==> src/hdl/bfop_pkg.sv <==
package bfop_pkg;

   // Fixed field widths
   localparam int MAX_LENGTH_WIDTH = 9;
   localparam int POLICY_WIDTH     = 2;
   localparam int VALUE_WIDTH      = 32;
   localparam int STATUS_WIDTH     = 2;
   localparam int LENGTH_WIDTH     = 9;
   localparam int CSR_INDEX_WIDTH  = 1;
   localparam int CSR_DATA_WIDTH   = 9;

   // Default sizing
   localparam int DEFAULT_DEPTH      = 256;
   localparam int DEFAULT_DATA_WIDTH = 32;

   // Register indexes
   localparam logic [CSR_INDEX_WIDTH-1:0] CSR_MAX_LENGTH      = 1'd0;
   localparam logic [CSR_INDEX_WIDTH-1:0] CSR_OVERFLOW_POLICY = 1'd1;

   // Operation codes
   localparam logic FUNC_PUSH = 1'b0;
   localparam logic FUNC_POP  = 1'b1;

   // Overflow policies
   localparam logic [POLICY_WIDTH-1:0] POLICY_REJECT      = 2'd0;
   localparam logic [POLICY_WIDTH-1:0] POLICY_DROP_OLDEST = 2'd1;
   localparam logic [POLICY_WIDTH-1:0] POLICY_DROP_NEWEST = 2'd2;

   // Result status codes
   localparam logic [STATUS_WIDTH-1:0] STATUS_OK     = 2'd0;
   localparam logic [STATUS_WIDTH-1:0] STATUS_REJECT = 2'd1;
   localparam logic [STATUS_WIDTH-1:0] STATUS_EMPTY  = 2'd2;

   typedef enum logic [1:0] {
      ST_IDLE,
      ST_EXEC,
      ST_LOAD
   } state_type;

   typedef struct packed {
      logic latch_item;
      logic execute;
      logic load_result;
   } cmd_type;

   typedef struct packed {
      logic out_busy;
   } stat_type;

endpackage

==> src/hdl/bfop_ctrl.sv <==
module bfop_ctrl (
   input  logic              clock,
   input  logic              reset,
   input  logic              req_valid,
   input  bfop_pkg::stat_type stat,
   output logic              req_stall,
   output bfop_pkg::cmd_type  cmd
);

   bfop_pkg::state_type state_ff;
   bfop_pkg::state_type state_in;

   always_ff @(posedge clock) begin
      if (reset) begin
         state_ff <= bfop_pkg::ST_IDLE;
      end else begin
         state_ff <= state_in;
      end
   end

   always_comb begin
      state_in = state_ff;
      case (state_ff)
         bfop_pkg::ST_IDLE: begin
            if (req_valid) begin
               state_in = bfop_pkg::ST_EXEC;
            end
         end
         bfop_pkg::ST_EXEC: begin
            state_in = bfop_pkg::ST_LOAD;
         end
         bfop_pkg::ST_LOAD: begin
            if (!stat.out_busy) begin
               state_in = bfop_pkg::ST_IDLE;
            end
         end
         default: begin
            state_in = bfop_pkg::ST_IDLE;
         end
      endcase
   end

   always_comb begin
      req_stall       = 1'b1;
      cmd.latch_item  = 1'b0;
      cmd.execute     = 1'b0;
      cmd.load_result = 1'b0;
      case (state_ff)
         bfop_pkg::ST_IDLE: begin
            req_stall      = 1'b0;
            cmd.latch_item = req_valid;
         end
         bfop_pkg::ST_EXEC: begin
            cmd.execute = 1'b1;
         end
         bfop_pkg::ST_LOAD: begin
            cmd.load_result = !stat.out_busy;
         end
         default: begin
            req_stall = 1'b1;
         end
      endcase
   end

endmodule

==> config.mk <==
export PLATFORM = sky130hd
export DESIGN_NAME = bfop_ctrl
export DESIGN_NICKNAME = d
export VERILOG_FILES = /design/src/hdl/bfop_pkg.sv /design/src/hdl/bfop_ctrl.sv
export SDC_FILE = /design/constraint.sdc
export NUM_CORES = 1
export LEC_CHECK = 0
export ABC_CLOCK_PERIOD_IN_PS = 1000
export BUFFER_PORTS_ARGS = -buffer_cell sky130_fd_sc_hd__buf_2
export CORE_AREA = 2 2 39 41
export DETAILED_ROUTE_END_ITERATION = 8
export DIE_AREA = 0 0 41 43
export GPL_ROUTABILITY_DRIVEN = 0
export HOLD_SLACK_MARGIN = 0.08
export MAX_ROUTING_LAYER = met4
export PLACE_DENSITY = 0.3
export SLEW_MARGIN = 20
export SYNTH_ARGS = -nofsm -noshare
export SYNTH_HDL_FRONTEND = slang
export SYNTH_SLANG_ARGS = --single-unit
==> constraint.sdc <==
create_clock -name clock -period 1 [get_ports clock]
set_clock_uncertainty 0.15 [all_clocks]
set_input_delay 0.1 -clock clock [delete_from_list [all_inputs] [get_ports clock]]
set_output_delay 0.1 -clock clock [all_outputs]
set_load 0.005 [all_outputs]
==> impl_metrics.csv, run 1 <==
group,metric,value,unit
power,comb_power_share,15.8,%
cells_and_area,num_antenna_cells,0,
power,clockPowerShare,55.2,%
clock_tree,clk_transition_reported_paths,0.03,ns
clock_tree,tritoncts_buffers,3,
place,detailedPlacementHpwl,197,um
die,die_h,43,um
timing,report.final.slew_viol_count,0,
synthesis,count_of_mapped_cells_out_of_synthesis,11,
global_route,first_pass_grt_wire_length,434,um
route,routed_wl,269,um
route,wl_met1,121,um
setup_path,crit_fanout,5,
route,met2RoutedLength,105,um
setup_path,timing_worst_setup_path_type,"flop to output pin",
timing,layout_worst_path_cycle_share,116,%
clock_tree,cts_htree_levels,1,
power,p_switching,66.9,uW
die,floorplan.initialDensity,7.59,%
setup_path,critical_path_arrival,0.91,ns
die,area_of_the_die,0.00176,mm2
global_route,number_of_global_route_vias_before_repair,115,
route,detail_routed_net_length_per_standard_cell,7.08,um
power,internal_power,254,uW
die,core_region_area,0.00138,mm2
place,detailedPlace.worstSlack,-0.00973,ns
setup_path,crit_chain,"or2_4 -> buf_6",
power,power.sequential.fraction,29.1,%
die,chipWidth,41,um
die,floorplan.io_pins,8,
synthesis,ys.warnings.count,0,
cells_and_area,area_grow_syn2layout,101,%
power,ir_drop,323,uV
min_path,min_from,"req_valid",
cells_and_area,top_regs,"state_ff (2)",
global_route,grt.total_usage,4.62,%
clock_tree,clock_tree.buffer_depth,2,
route,detailroute.via_count,111,
synthesis,synth.yosys.seq_area_share,38.1,%
die,std_cell_rows,14,
synthesis,synth.distinct_cells,10,
cells_and_area,layout.nets,28,
min_path,hold_class,"primary input to flop",
global_route,number_of_antenna_violations_at_the_first_check_in_global_routing,0,
setup_path,crit-reg2reg-launch,"state_ff[1]$_SDFFE_PP0P_",
setup_path,crit_path_top_delay_cell,"sky130_fd_sc_hd__dfxtp_2",
place,detailed_place.area,153,um2
cells_and_area,finish.utilization,15.3,%
timing,finalHoldViolCount,0,
setup_path,timing.critical_path.from,"state_ff[1]$_SDFFE_PP0P_",
synthesis,syn-mean-instance-area,9.55,um2
setup_path,worst_path_largest_cell_delay,0.33,ns
outcome,status,"complete, but fails checks",
timing,period_minus_slack,1.16,ns
cells_and_area,most_flops_register,"state_ff",
clock_tree,root_buffer,"sky130_fd_sc_hd__clkbuf_4",
clock_tree,clock_latency,0.22,ns
cells_and_area,final_cell_mix,"6 x sky130_fd_sc_hd__buf_2, 3 x sky130_fd_sc_hd__clkbuf_4, 2 x sky130_fd_sc_hd__nor3b_2, 2 x sky130_fd_sc_hd__dlygate4sd3_1, 2 x sky130_fd_sc_hd__dfxtp_2",
setup_path,worstSetupStartpointType,"flop",
route,avgViaCountPerCell,2.92,
synthesis,synth_fp_nets,15,
power,power_leakage,0.000103,uW
cells_and_area,layout.area.seq,42.5,um2
timing,worst_slew_pin_slew,0.148,ns
global_route,grt_start_max_net_pins,6,
route,drt_iter0_drc,1,
power,power_density,1520,mW/mm2
route,dr.max_layer_used,"met3",
outcome,failed_checks,"setup timing",
setup_path,worst-endpoint-required,0.75,ns
cells_and_area,multi_input_area,61.3,um2
timing,final_report_setup_violation_count,4,
place,place.port_buffers,7,
synthesis,ys_seq_elements,2,
clock_tree,cts_tree,"built",
timing,max_clock_freq,0.865,GHz
route,dr_wl_met3,42,um
cells_and_area,num-fill-cells,159,
timing,setup_slack,-0.155,ns
route,dr.pass1.iters,2,
timing,grt_setup_unrepaired,"true",
cells_and_area,largest_register_ff_count,2,
timing,timing.slew.headroom,90.1,%
synthesis,synth.cell_area,105,um2
route,drc_violations_left,0,
clock_tree,clkSinkCount,2,
clock_tree,cts_setup_buffers,0,
run,max-cap-violations,0,
setup_path,category_of_the_worst_setup_path_capture_point,"output pin",
route,ant_nets,0,
cells_and_area,finalInstanceArea,211,um2
cells_and_area,final_common_cell,"sky130_fd_sc_hd__buf_2",
global_route,grt.overflow.total,0,
power,switching_share,20.9,%
cells_and_area,layout_cell_share_with_drive_strength_beyond_1,72.7,%
==> timing repair <==
action,CTS,global route
gates cloned,0,0
pin swaps,2,0
gates resized for setup,5,0
hold endpoints to repair,2,0
hold buffers,2,0
setup endpoints to repair,4,4
==> worst paths after layout <==
kind	depth (start not counted)	to	slack, ns
setup / recovery	2	req_stall	-0.16
setup reg to reg	2	state_ff[0]$_SDFFE_PP0P_	0.12
hold / removal	3	state_ff[0]$_SDFFE_PP0P_	0.14
hold reg to reg	2	state_ff[1]$_SDFFE_PP0P_	0.35
==> per-stage QoR <==
step | hold slack, ns | instances | setup TNS (ns) | total power [uW]
3_5_place_dp | 0.127 | 33 | -0.00973 | 129
5_1_grt | 0.188 | 38 | -0.761 | 347
2_1_floorplan | 0.0191 | 11 | 0 | 113
4_1_cts | 0.144 | 38 | -0.587 | 338
3_3_place_gp | 0.118 | 33 | 0 | 129
6_report | 0.139 | 38 | -0.515 | 321
==> critical path: cells and delay by family (launching register included) <==
| family | cells | cell delay [ns] |
|---|---|---|
| flops | 1 | 0.33 |
| simple gates | 1 | 0.25 |
| buf+inv | 1 | 0.11 |
==> cell type report <==
| cell class | count | area share [%] |
|---|---|---|
| sequential | 2 | 20.1 |
| clock buffer | 3 | 10.7 |
| timing repair buffer | 9 | 29.0 |
| inverter | 1 | 1.78 |
| multi-input combinational | 7 | 29.0 |
| tap | 16 | 9.47 |
==> cell usage after synthesis, drive strengths merged <==
master | instances | area (um2)
or2 | 1 | 6.26
nand2b | 1 | 6.26
dfxtp | 2 | 40.0
nor3b | 2 | 20.0
inv | 1 | 3.75
a21oi | 1 | 5.00
and2b | 1 | 8.76
buf | 1 | 7.51
nand3b | 1 | 7.51
==> layer usage <==
layer	GRT usage (%)	vias to the layer above
li1	-	57
met1	5.11	46
met2	3.13	8
met3	3.66	0
met4	8.00	0
met5	-	-
==> cell families (layout without fill, tap and decap cells) <==
group,after synthesis,count (layout),share of synthesized area (%)
simple gates,6,6,46.4
flops,2,2,38.1
buf+inv,2,13,10.7
compound gates,1,1,4.76
==> power groups by stage <==
stage | clock, uW | sequential, uW | combinational [uW]
global route | 194 | 94.9 | 57.5
CTS | 193 | 93.1 | 51.5
finish | 177 | 93.3 | 50.7
floorplan | 0 | 90.9 | 22.0
global placement | 0 | 91.7 | 36.8
detailed placement | 0 | 92.3 | 37.1
No activity file was read; power rests on OpenSTA's default activity.
==> run 2, diff against run 1 <==
--- a/config.mk
+++ b/config.mk
@@ -10,7 +10,6 @@
 export CORE_AREA = 2 2 39 41
 export DETAILED_ROUTE_END_ITERATION = 8
 export DIE_AREA = 0 0 41 43
-export GPL_ROUTABILITY_DRIVEN = 0
 export HOLD_SLACK_MARGIN = 0.08
 export MAX_ROUTING_LAYER = met4
 export PLACE_DENSITY = 0.3
==> constraint.sdc (replaced) <==
create_clock -name clock -period 1 [get_ports clock]
set_clock_uncertainty 0.15 [all_clocks]
set_input_delay 0.15 -clock clock [delete_from_list [all_inputs] [get_ports clock]]
set_output_delay 0.15 -clock clock [all_outputs]
set_load 0.005 [all_outputs]
==> run 2 against run 1 <==
  * The run still ends with setup timing left
  * First-iteration DRC count unchanged
  * Clock power about the same
  * Clock-buffer cell count unchanged
  * Global-route usage up 0.10 points
  * Register-to-register slack about the same
  * Largest power group unchanged
==> impl_metrics.csv, run 2 (synthesis results as in run 1) <==
group,metric,value,unit
global_route,first_pass_grt_wire_length,448,um
cells_and_area,finalInstanceArea,201,um2
clock_tree,tritoncts_buffers,3,
power,power_leakage,0.0000989,uW
power,report.power.total,318,uW
route,drt_iter0_drc,1,
setup_path,crit_fanout,5,
cells_and_area,final_cell_count_no_fill,37,
run,max-cap-violations,0,
setup_path,worst-endpoint-required,0.70,ns
timing,final_report_setup_violation_count,4,
die,chipWidth,41,um
place,detailedPlace.worstSlack,-0.0597,ns
die,floorplan.io_pins,8,
clock_tree,root_buffer,"sky130_fd_sc_hd__clkbuf_4",
place,detailed_place.area,153,um2
route,avgViaCountPerCell,2.84,
route,ant_nets,0,
timing,worst_slew_pin_slew,0.148,ns
die,die_h,43,um
place,place_inst,33,
die,std_cell_rows,14,
global_route,grt.overflow.total,0,
timing,layout_worst_path_cycle_share,120,%
timing,grt_setup_unrepaired,"true",
route,routed_wl,275,um
cells_and_area,layout.nets,27,
setup_path,worstSetupStartpointType,"flop",
setup_path,critical_path_arrival,0.90,ns
route,dr.pass1.iters,2,
cells_and_area,layout_cell_share_with_drive_strength_beyond_1,76.2,%
clock_tree,clk_transition_reported_paths,0.03,ns
cells_and_area,top_regs,"state_ff (2)",
place,detailedPlacementHpwl,197,um
clock_tree,clock_latency,0.22,ns
die,area_of_the_die,0.00176,mm2
clock_tree,cts_setup_buffers,0,
global_route,grt.total_usage,4.72,%
global_route,number_of_global_route_vias_before_repair,118,
clock_tree,cts_htree_levels,1,
timing,report.final.slew_viol_count,0,
cells_and_area,largest_register_ff_count,2,
outcome,failed_checks,"setup timing",
timing,setup_slack,-0.204,ns
timing,period_minus_slack,1.20,ns
cells_and_area,num_antenna_cells,0,
setup_path,timing_worst_setup_path_type,"flop to output pin",
clock_tree,clock_tree.buffer_depth,2,
global_route,grt_start_max_net_pins,6,
timing,max_clock_freq,0.830,GHz
power,ir_drop,322,uV
power,power_density,1580,mW/mm2
cells_and_area,most_flops_register,"state_ff",
place,place.port_buffers,7,
clock_tree,clkSinkCount,2,
global_route,number_of_antenna_violations_at_the_first_check_in_global_routing,0,
clock_tree,cts_tree,"built",
cells_and_area,finish.utilization,14.6,%
min_path,hold_class,"primary input to flop",
outcome,status,"complete, but fails checks",
route,detail_routed_net_length_per_standard_cell,7.43,um
setup_path,category_of_the_worst_setup_path_capture_point,"output pin",
cells_and_area,final_common_cell,"sky130_fd_sc_hd__buf_2",
die,core_region_area,0.00138,mm2
cells_and_area,final_cell_mix,"6 x sky130_fd_sc_hd__buf_2, 3 x sky130_fd_sc_hd__clkbuf_4, 2 x sky130_fd_sc_hd__nor3b_2, 2 x sky130_fd_sc_hd__dfxtp_2",
cells_and_area,area_grow_syn2layout,91.7,%
die,floorplan.initialDensity,7.59,%
route,detailroute.via_count,105,
place,routabilityCongestion,0.562,
timing,timing.slew.headroom,90.1,%
route,drc_violations_left,0,
timing,finalHoldViolCount,0,
-- run 2: critical path, cell delays in order, from the launching register on --
cell and delay [ns]:
sky130_fd_sc_hd__dfxtp_2 0.33, sky130_fd_sc_hd__or2_4 0.25, sky130_fd_sc_hd__buf_6 0.11
-- run 2: final timing paths --
kind | from | end | slack, ns | depth (start not counted)
min | stat | state_ff[1]$_SDFFE_PP0P_ | 0.07 | 3
max reg2reg | state_ff[1]$_SDFFE_PP0P_ | state_ff[0]$_SDFFE_PP0P_ | 0.12 | 2
max | state_ff[1]$_SDFFE_PP0P_ | req_stall | -0.20 | 2
min reg2reg | state_ff[1]$_SDFFE_PP0P_ | state_ff[1]$_SDFFE_PP0P_ | 0.36 | 2
-- run 2: metal layers --
metal / track usage (%) / share of wire, %
met5: - / 0
met4: 8.00 / 0
met3: 3.66 / 16
met2: 3.44 / 38
met1: 5.11 / 45
-- run 2: final cells by class --
class	instances	area [um2]
Clock buffer	3	22.5
Fill cell	160	1180
Inverter	1	3.75
Multi-Input combinational cell	7	61.3
Sequential cell	2	42.5
Tap cell	16	20.0
Timing Repair Buffer	8	51.3
-- run 2: metrics by stage --
step / setup TNS [ns] / hold slack (ns)
6_report: -0.704 / 0.0750
5_1_grt: -0.947 / 0.0861
4_1_cts: -0.787 / 0.0506
3_5_place_dp: -0.0631 / 0.177
3_3_place_gp: -0.0439 / 0.168
2_1_floorplan: 0 / 0.0691
-- run 2: repair_timing --
action	4_1_cts	5_1_grt
setup endpoints to repair	4	4
resized for setup	5	0
pin swaps	2	0
hold buffers	1	0
endpoints found under the hold margin	1	0
-- run 2: report_power, final --
part,internal [uW],switching (uW)
Combinational,32.7,15.3
Clock,132,44.9
Sequential,86.5,6.58
